<file path="src/design/brrc_pkg.sv">
// Package for the resource request check block: sizes, codes and types.
// No dependencies.
package brrc_pkg;
  localparam int unsigned MaxProcs     = 8;
  localparam int unsigned MaxResources = 8;
  localparam int unsigned AmountWidth  = 16;
  localparam int unsigned WorkWidth    = AmountWidth + 4;
  localparam int unsigned ProcW        = $clog2(MaxProcs);
  localparam int unsigned ResW         = $clog2(MaxResources);
  localparam int unsigned EntW         = ProcW + ResW;

  localparam logic [1:0] KindAvail   = 2'd0;
  localparam logic [1:0] KindLoad    = 2'd1;
  localparam logic [1:0] KindRequest = 2'd2;
  localparam logic [1:0] KindUnused  = 2'd3;

  localparam logic [2:0] StGranted = 3'd0;
  localparam logic [2:0] StExceeds = 3'd1;
  localparam logic [2:0] StWait    = 3'd2;
  localparam logic [2:0] StUnsafe  = 3'd3;
  localparam logic [2:0] StBadProc = 3'd4;

  localparam logic CfgProcs = 1'b0;
  localparam logic CfgRes   = 1'b1;

  typedef logic [AmountWidth-1:0] amount_t;
  typedef logic [WorkWidth-1:0]   work_t;
endpackage

</file>
<file path="src/design/bankers_resource_request_check_core.sv">
// Top level of the resource request check: tables, sequencer, shared
// compare/add unit. Depends on brrc_pkg.
//
// Load items are taken in idle. A check walks one (entry, resource) pair at a
// time through the shared compare/add unit: need check, availability check,
// tentative update, seeding of the work vector, then passes of the safety
// scan until a pass finishes no entry, then the rollback if unsafe, then one
// result item per finished entry, or a single status item.
// One item at a time; not ready while checking or sending results. Reset:
// asynchronous, active low; all tables read as zero, registers at their reset
// values.
module bankers_resource_request_check_core (
  input  logic        clk_i,
  input  logic        rst_ni,
  input  logic        s_axis_tvalid,
  output logic        s_axis_tready,
  // tdata: process_index[2:0], resource_index[5:3], amount[21:6],
  // allocated_amount[37:22], zeros[39:38]
  input  logic [39:0] s_axis_tdata,
  input  logic        s_axis_tlast,  // last_element
  input  logic [1:0]  s_axis_tuser,  // kind
  output logic        m_axis_tvalid,
  input  logic        m_axis_tready,
  // tdata: seq_process[2:0], seq_valid[3], zeros[7:4]
  output logic [7:0]  m_axis_tdata,
  output logic        m_axis_tlast,  // last_result
  output logic [2:0]  m_axis_tuser,  // status
  input  logic        cfg_we_i,
  input  logic        cfg_idx_i,
  input  logic [3:0]  cfg_wdata_i
);
  localparam int unsigned P = brrc_pkg::MaxProcs;
  localparam int unsigned R = brrc_pkg::MaxResources;
  localparam int unsigned PW = brrc_pkg::ProcW;
  localparam int unsigned RW = brrc_pkg::ResW;
  localparam int unsigned EW = brrc_pkg::EntW;
  localparam int unsigned WW = brrc_pkg::WorkWidth;
  localparam logic [WW-1:0] WorkMax = '1;

  typedef enum logic [3:0] {
    S_IDLE, S_CHK_NEED, S_CHK_AVAIL, S_APPLY, S_SCAN_INIT, S_SCAN_CMP,
    S_SCAN_ADD, S_ROLLBACK, S_OUT
  } state_e;

  logic [PW-1:0] in_proc;
  logic [RW-1:0] in_res;
  brrc_pkg::amount_t in_amt, in_alloc;
  assign in_proc  = s_axis_tdata[PW-1:0];
  assign in_res   = s_axis_tdata[RW+2:3];
  assign in_amt   = s_axis_tdata[21:6];
  assign in_alloc = s_axis_tdata[37:22];

  state_e state_q;
  logic [3:0] np_q, nr_q;
  logic [PW:0] np;
  logic [RW:0] nr;
  assign np = (np_q > 4'(P)) ? (PW+1)'(P) : np_q[PW:0];
  assign nr = (nr_q > 4'(R)) ? (RW+1)'(R) : nr_q[RW:0];

  brrc_pkg::amount_t avail_q [R];
  brrc_pkg::amount_t req_q   [R];
  brrc_pkg::work_t   work_q  [R];
  brrc_pkg::amount_t alloc_mem [P*R];
  brrc_pkg::amount_t need_mem  [P*R];
  logic [P*R-1:0] alloc_vld_q, need_vld_q;
  logic [P-1:0] fin_q;
  logic [PW-1:0] seq_q [P];

  logic [PW-1:0] proc_q, cur_q;   // requesting entry, scanned entry
  logic [RW:0]   r_q;             // resource counter
  logic          fits_q, prog_q;
  logic [PW:0]   cnt_q, oidx_q;
  logic [2:0]    status_q;

  // shared table read, registered
  logic [EW-1:0] rd_addr;
  brrc_pkg::amount_t alloc_rd_q, need_rd_q;
  logic [RW-1:0] ridx;
  assign ridx = r_q[RW-1:0];

  logic in_acc, out_acc;
  assign s_axis_tready = (state_q == S_IDLE);
  assign in_acc  = s_axis_tvalid && s_axis_tready;
  assign out_acc = m_axis_tvalid && m_axis_tready;

  // shared unit: one compare and one saturating add on widened operands
  logic [WW-1:0] op_a, op_b;
  logic [WW:0]   sum;
  logic          gt;
  always_comb begin
    op_a = '0;
    op_b = '0;
    unique case (state_q)
      S_CHK_NEED:  begin op_a = WW'(req_q[ridx]); op_b = WW'(need_rd_q); end
      S_CHK_AVAIL: begin op_a = WW'(req_q[ridx]); op_b = WW'(avail_q[ridx]); end
      S_SCAN_CMP:  begin op_a = WW'(need_rd_q);   op_b = work_q[ridx]; end
      S_SCAN_ADD:  begin op_a = work_q[ridx];     op_b = WW'(alloc_rd_q); end
      default: ;
    endcase
  end
  assign gt  = op_a > op_b;
  assign sum = {1'b0, op_a} + {1'b0, op_b};

  // address of the next pair read; the read data is registered, so each
  // pass step reads ahead and compares in the next cycle.
  logic rd_phase_q;
  assign rd_addr = {(state_q == S_SCAN_CMP || state_q == S_SCAN_ADD) ? cur_q : proc_q, ridx};

  always_ff @(posedge clk_i) begin
    alloc_rd_q <= alloc_vld_q[rd_addr] ? alloc_mem[rd_addr] : '0;
    need_rd_q  <= need_vld_q[rd_addr]  ? need_mem[rd_addr]  : '0;
  end

  // memory writes: loads and grant/rollback updates
  logic          mem_we;
  logic [EW-1:0] mem_wa;
  brrc_pkg::amount_t mem_alloc_wd, mem_need_wd;
  always_comb begin
    mem_we = 1'b0;
    mem_wa = {in_proc, in_res};
    mem_alloc_wd = in_alloc;
    mem_need_wd  = (in_amt > in_alloc) ? in_amt - in_alloc : '0;
    if (in_acc && s_axis_tuser == brrc_pkg::KindLoad) begin
      mem_we = 1'b1;
    end else if ((state_q == S_APPLY || state_q == S_ROLLBACK) && rd_phase_q) begin
      mem_we = 1'b1;
      mem_wa = {proc_q, ridx};
      if (state_q == S_APPLY) begin
        mem_alloc_wd = alloc_rd_q + req_q[ridx];
        mem_need_wd  = need_rd_q - req_q[ridx];
      end else begin
        mem_alloc_wd = alloc_rd_q - req_q[ridx];
        mem_need_wd  = need_rd_q + req_q[ridx];
      end
    end
  end

  always_ff @(posedge clk_i) begin
    if (mem_we) begin
      alloc_mem[mem_wa] <= mem_alloc_wd;
      need_mem[mem_wa]  <= mem_need_wd;
    end
  end

  always_ff @(posedge clk_i or negedge rst_ni) begin
    if (!rst_ni) begin
      for (int i = 0; i < R; i++) req_q[i] <= '0;
    end else if (in_acc && s_axis_tuser == brrc_pkg::KindRequest) begin
      req_q[in_res] <= in_amt;
    end else if (state_q == S_OUT && oidx_q == '0) begin
      for (int i = 0; i < R; i++) req_q[i] <= '0;
    end
  end

  always_ff @(posedge clk_i or negedge rst_ni) begin
    if (!rst_ni) begin
      state_q     <= S_IDLE;
      np_q        <= '0;
      nr_q        <= 4'd1;
      alloc_vld_q <= '0;
      need_vld_q  <= '0;
      fin_q       <= '0;
      for (int i = 0; i < R; i++) begin
        avail_q[i] <= '0;
        work_q[i]  <= '0;
      end
      for (int i = 0; i < P; i++) seq_q[i] <= '0;
      proc_q <= '0; cur_q <= '0; r_q <= '0; fits_q <= 1'b0; prog_q <= 1'b0;
      cnt_q <= '0; oidx_q <= '0; status_q <= '0; rd_phase_q <= 1'b0;
    end else begin
      if (cfg_we_i) begin
        if (cfg_idx_i == brrc_pkg::CfgProcs) np_q <= cfg_wdata_i;
        else                                 nr_q <= cfg_wdata_i;
      end
      if (mem_we) begin
        alloc_vld_q[mem_wa] <= 1'b1;
        need_vld_q[mem_wa]  <= 1'b1;
      end
      unique case (state_q)
        S_IDLE: begin
          if (in_acc) begin
            if (s_axis_tuser == brrc_pkg::KindAvail) begin
              avail_q[in_res] <= in_amt;
            end else if (s_axis_tuser == brrc_pkg::KindRequest && s_axis_tlast) begin
              proc_q <= in_proc;
              r_q <= '0;
              rd_phase_q <= 1'b0;
              oidx_q <= '0;
              if ((PW+1)'(in_proc) >= np) begin
                status_q <= brrc_pkg::StBadProc;
                cnt_q <= '0;
                state_q <= S_OUT;
              end else begin
                state_q <= S_CHK_NEED;
              end
            end
          end
        end
        // each step reads in its read phase, then compares
        S_CHK_NEED: begin
          if (r_q >= nr) begin
            r_q <= '0; rd_phase_q <= 1'b0; state_q <= S_CHK_AVAIL;
          end else if (!rd_phase_q) begin
            rd_phase_q <= 1'b1;
          end else begin
            rd_phase_q <= 1'b0;
            if (gt) begin
              status_q <= brrc_pkg::StExceeds; cnt_q <= '0; state_q <= S_OUT;
            end else r_q <= r_q + 1'b1;
          end
        end
        S_CHK_AVAIL: begin
          if (r_q >= nr) begin
            r_q <= '0; state_q <= S_APPLY;
          end else if (gt) begin
            status_q <= brrc_pkg::StWait; cnt_q <= '0; state_q <= S_OUT;
          end else r_q <= r_q + 1'b1;
        end
        S_APPLY, S_ROLLBACK: begin
          if (r_q >= nr) begin
            r_q <= '0;
            rd_phase_q <= 1'b0;
            if (state_q == S_APPLY) state_q <= S_SCAN_INIT;
            else begin
              status_q <= brrc_pkg::StUnsafe; cnt_q <= '0; state_q <= S_OUT;
            end
          end else if (!rd_phase_q) begin
            rd_phase_q <= 1'b1;
          end else begin
            rd_phase_q <= 1'b0;
            if (state_q == S_APPLY) avail_q[ridx] <= avail_q[ridx] - req_q[ridx];
            else                    avail_q[ridx] <= avail_q[ridx] + req_q[ridx];
            r_q <= r_q + 1'b1;
          end
        end
        S_SCAN_INIT: begin
          for (int i = 0; i < R; i++)
            work_q[i] <= ((RW+1)'(i) < nr) ? WW'(avail_q[i]) : '0;
          fin_q <= '0; cnt_q <= '0; cur_q <= '0; r_q <= '0;
          fits_q <= 1'b1; prog_q <= 1'b0; rd_phase_q <= 1'b0;
          state_q <= S_SCAN_CMP;
        end
        S_SCAN_CMP: begin
          if (fin_q[cur_q] || r_q >= nr) begin
            r_q <= '0;
            rd_phase_q <= 1'b0;
            if (!fin_q[cur_q] && fits_q) begin
              state_q <= S_SCAN_ADD;
            end else begin
              fits_q <= 1'b1;
              if ((PW+1)'(cur_q) + 1'b1 >= np) begin
                cur_q <= '0;
                prog_q <= 1'b0;
                if (!prog_q) state_q <= (cnt_q >= np) ? S_OUT : S_ROLLBACK;
              end else cur_q <= cur_q + 1'b1;
              if (!prog_q && (PW+1)'(cur_q) + 1'b1 >= np) begin
                status_q <= brrc_pkg::StGranted; oidx_q <= '0;
              end
            end
          end else if (!rd_phase_q) begin
            rd_phase_q <= 1'b1;
          end else begin
            rd_phase_q <= 1'b0;
            if (gt) fits_q <= 1'b0;
            r_q <= r_q + 1'b1;
          end
        end
        // hold the entry; the compare state sees it finished and advances
        S_SCAN_ADD: begin
          if (r_q >= nr) begin
            r_q <= '0;
            rd_phase_q <= 1'b0;
            fin_q[cur_q] <= 1'b1;
            seq_q[cnt_q[PW-1:0]] <= cur_q;
            cnt_q <= cnt_q + 1'b1;
            prog_q <= 1'b1;
            fits_q <= 1'b1;
            state_q <= S_SCAN_CMP;
          end else if (!rd_phase_q) begin
            rd_phase_q <= 1'b1;
          end else begin
            rd_phase_q <= 1'b0;
            work_q[ridx] <= sum[WW] ? WorkMax : sum[WW-1:0];
            r_q <= r_q + 1'b1;
          end
        end
        S_OUT: begin
          if (out_acc) begin
            if (m_axis_tlast) state_q <= S_IDLE;
            else oidx_q <= oidx_q + 1'b1;
          end
        end
        default: state_q <= S_IDLE;
      endcase
    end
  end

  // Pass end wraps with prog cleared; a pass that finished something
  // restarts from entry zero because cur wraps and prog is reset there.
  logic granted;
  assign granted = (status_q == brrc_pkg::StGranted);
  assign m_axis_tvalid = (state_q == S_OUT);
  assign m_axis_tuser  = status_q;
  assign m_axis_tlast  = granted ? (oidx_q + 1'b1 >= cnt_q) : 1'b1;
  assign m_axis_tdata  = {4'b0, granted, granted ? seq_q[oidx_q[PW-1:0]] : {PW{1'b0}}};
endmodule

</file>
<file path="config.mk">
export PLATFORM = sky130hd
export DESIGN_NAME = bankers_resource_request_check_core
export DESIGN_NICKNAME = d
export VERILOG_FILES = /design/src/design/brrc_pkg.sv /design/src/design/bankers_resource_request_check_core.sv
export SDC_FILE = /design/constraint.sdc
export NUM_CORES = 2
export LEC_CHECK = 0
export BUFFER_PORTS_ARGS = -buffer_cell sky130_fd_sc_hd__clkbuf_2
export CAP_MARGIN = 15
export CORE_MARGIN = 3
export CORE_UTILIZATION = 35
export DETAILED_ROUTE_END_ITERATION = 16
export GPL_ROUTABILITY_DRIVEN = 0
export PLACE_DENSITY = 0.59
export RECOVER_POWER = 25
export SYNTH_ARGS = -nofsm -noshare
export SYNTH_HDL_FRONTEND = slang
export SYNTH_SLANG_ARGS = --single-unit
</file>
<file path="constraint.sdc">
create_clock -name clk_i -period 19.5 [get_ports clk_i]
set_clock_uncertainty 0.05 [all_clocks]
set_input_delay 0.975 -clock clk_i [delete_from_list [all_inputs] [get_ports clk_i]]
set_output_delay 0.975 -clock clk_i [all_outputs]
set_load 0.01 [all_outputs]
</file>
==> run_results.csv <==
group,metric,value,unit
run_status,status,"finished, violations left",
run_status,violations,"max-capacitance violations, max-slew violations",
detailed_routing,avgRoutedWirePerCell,29.4,um
worst_setup_path,cp_common_cell,"clkbuf_1",
worst_setup_path,start_kind,"input port",
detailed_routing,routed_wirelength,359000,um
global_route,grt_max_degree,175,
logic_synthesis,synth_seq_cells,2692,
flow_run,max_cap_viol_count,50,
global_route,grt_usage,21.6,%
logic_synthesis,synth-simple-area-share,7.38,%
sta,fin_crit_sh,51.7,%
logic_synthesis,synth_top_family_by_area,"compound AO/OA/AOI/OAI gates",
worst_setup_path,crit_chain,"clkbuf_1 -> clkbuf_1",
worst_setup_path,cp_slowest_cell,"clkbuf_1",
placement,place_worst_setup_slack,11.85,ns
logic_synthesis,yosysTopAreaCell,"edfxtp_1",
worst_setup_path,critPathMaxStageDelay,5.36,ns
logic_synthesis,synthTopCellsByArea,"edfxtp_1, dfrtp_1, a22oi_1",
detailed_routing,final_antenna_net_count,0,
logic_synthesis,synth_commonest_cells,"edfxtp_1, nand2_1, a22oi_1, dfrtp_1, clkbuf_1",
finish,nets,8065,
logic_synthesis,async_flop_share,22.7,%
clock_network,cts_hold_buf,0,
sta,fmax,0.0992,GHz
logic_synthesis,avgSynthCellArea,14.1,um^2
floorplanning,io_pins,67,
power_and_ir_drop,leakage,42.4,nW
floorplanning,start_util,35.3,%
clock_network,path_clk_slew,0.06,ns
global_route,grt_pass1_wl,517000,um
worst_setup_path,end_kind,"asynchronous set/reset pin",
sta,rsz0062_at_grt,"no",
detailed_routing,drt_pass1_iterations,6,
clock_network,clock-sinks,2692,
worst_setup_path,cp_top_family,"buffers and inverters",
placement,placed_area,117000,um^2
min_path,hp-class,"input port to flip-flop",
sta,fin_setup_tns,0,ns
logic_synthesis,synth_compound_area_share,15.9,%
logic_synthesis,synthFlopType,"edfxtp_1",
floorplanning,core_area,313000,um^2
logic_synthesis,yosys.area_share.xor_xnor,0.667,%
logic_synthesis,ys_warn_count,0,
floorplanning,fp.dieW,567,um
sta,setup_viol,0,
clock_network,insertion_delay,0.87,ns
clock_network,cts_tree,"yes",
global_route,antenna_found_initial,17,
clock_network,cts_buffers,287,
sta,final_max_slew_viol_count,1932,
logic_synthesis,seq_area_frac_synth,70.3,%
global_route,grt_pass1_vias,72516,
logic_synthesis,yosys.area_share.adder,1.71,%
finish,fin_area,126000,um^2
detailed_routing,via_per_inst,6.08,
sta,setup_slack,9.42,ns
placement,dp_hpwl,201000,um
logic_synthesis,syn_inst,7812,
floorplanning,dieArea,322000,um^2
floorplanning,die_h,567,um
logic_synthesis,yosysUniqueCellTypes,93,
worst_setup_path,crit_required,19.39,ns
detailed_routing,drt_iter0_drc,9775,
worst_setup_path,worstPathArrival,9.97,ns
worst_setup_path,crit_buf_inv,2,
finish,drive_gt1_share,13.1,%
clock_network,clockBufferDepth,4,
finish,final_core_util,40.1,%
sta,hold_viol_final,0,
worst_setup_path,critPathMaxFanout,143,
worst_setup_path,critPathKind,"input port to asynchronous set/reset pin",
detailed_routing,via_count,74407,
logic_synthesis,synth.area.mux_share,1.52,%
logic_synthesis,yosysMostFrequentCell,"edfxtp_1",
clock_network,ctsResizeCount,0,
sta,worstMarginPinSlew,7.92,ns
logic_synthesis,syn_area,110000,um^2
logic_synthesis,synth-edff-count,2048,
power_and_ir_drop,powerDensity,146,nW/um^2
sta,min_period,10.08,ns
floorplanning,rows,205,
global_route,grt-ovfl-total,0,
power_and_ir_drop,ir_drop,0.000141,V
clock_network,htree_num_levels,5,
clock_network,clock-root-buffer,"clkbuf_16",
clock_network,cts_setup_buffers,0,
placement,portBuffers,60,
detailed_routing,drc,0,
finish,area_delta_synth_final,13.9,%
logic_synthesis,synth_top_cell_area_share,55.8,%
sta,relSlewSlack,-428,%
==> through the flow <==
stage / hold slack, ns / total power (W) / instances
finish: 0.366 / 0.0184 / 12236
global route: 0.356 / 0.0191 / 12230
global placement: 0.397 / 0.0130 / 11710
floorplan: 0.383 / 0.0107 / 7815
CTS: 0.208 / 0.0183 / 12220
detailed placement: 0.400 / 0.0131 / 11711
==> cell type report <==
| type | count | area (um^2) |
|---|---|---|
| Antenna cell | 11 | 27.5 |
| Inverter | 143 | 539 |
| Sequential cell | 2692 | 77500 |
| Multi-Input combinational cell | 4423 | 31100 |
| Tap cell | 4140 | 5180 |
| Clock inverter | 121 | 1000 |
| Fill cell | 28477 | 187000 |
| Timing Repair Buffer | 318 | 2240 |
| Clock buffer | 388 | 7980 |
==> cells by family after synthesis <==
family          Yosys count
xor+xnor                 84
other cells               1
fa+ha+maj               147
compound gates         2340
mux                     124
buf+inv                 700
simple gates           1724
flops                  2692
==> registers in the layout (all words and copies together) (netlist names), 24 cells and up <==
signal,cells
alloc_mem,1024
alloc_vld_q,64
avail_q,128
need_mem,1024
need_vld_q,64
req_q,128
seq_q,24
work_q,160
==> layout by cell type, fill, tap and decap left out, types with 193 or more instances in the layout <==
master,count
a221oi_1,272
buf_4,193
a22oi_1,759
nand4_1,225
edfxtp_1,2048
nand2_1,778
nor2_1,219
a22o_1,280
o21ai_0,346
dfrtp_1,609
clkbuf_16,294
==> report_power, final <==
group / total, W / internal [W] / switching, W
combinational: 0.00595 / 0.00188 / 0.00407
clock: 0.00527 / 0.00302 / 0.00224
sequential: 0.00716 / 0.00676 / 0.000402
==> path summary, 6_finish.rpt <==
kind / slack [ns] / depth (start not counted) / from / to
setup / recovery: 9.42 / 2 / rst_ni / avail_q[32]
hold / removal: 0.37 / 2 / cfg_wdata_i[3] / nr_q[3]
setup reg to reg: 9.84 / 17 / r_q[0] / alloc_mem[59][15]
hold reg to reg: 0.41 / 1 / need_vld_q[44] / need_vld_q[44]
max in group clk_i: 9.84 / 17 / r_q[0] / alloc_mem[59][15]
min in group asynchronous: 3.03 / 1 / rst_ni / work_q[107]
==> routing by layer <==
metal  routed length (um)  GRT usage, %
met3                34800          4.25
met5                   28             0
met2               164000          34.0
met4                13900          7.45
met1               146000          29.8
No activity file was read; power rests on OpenSTA's default activity.
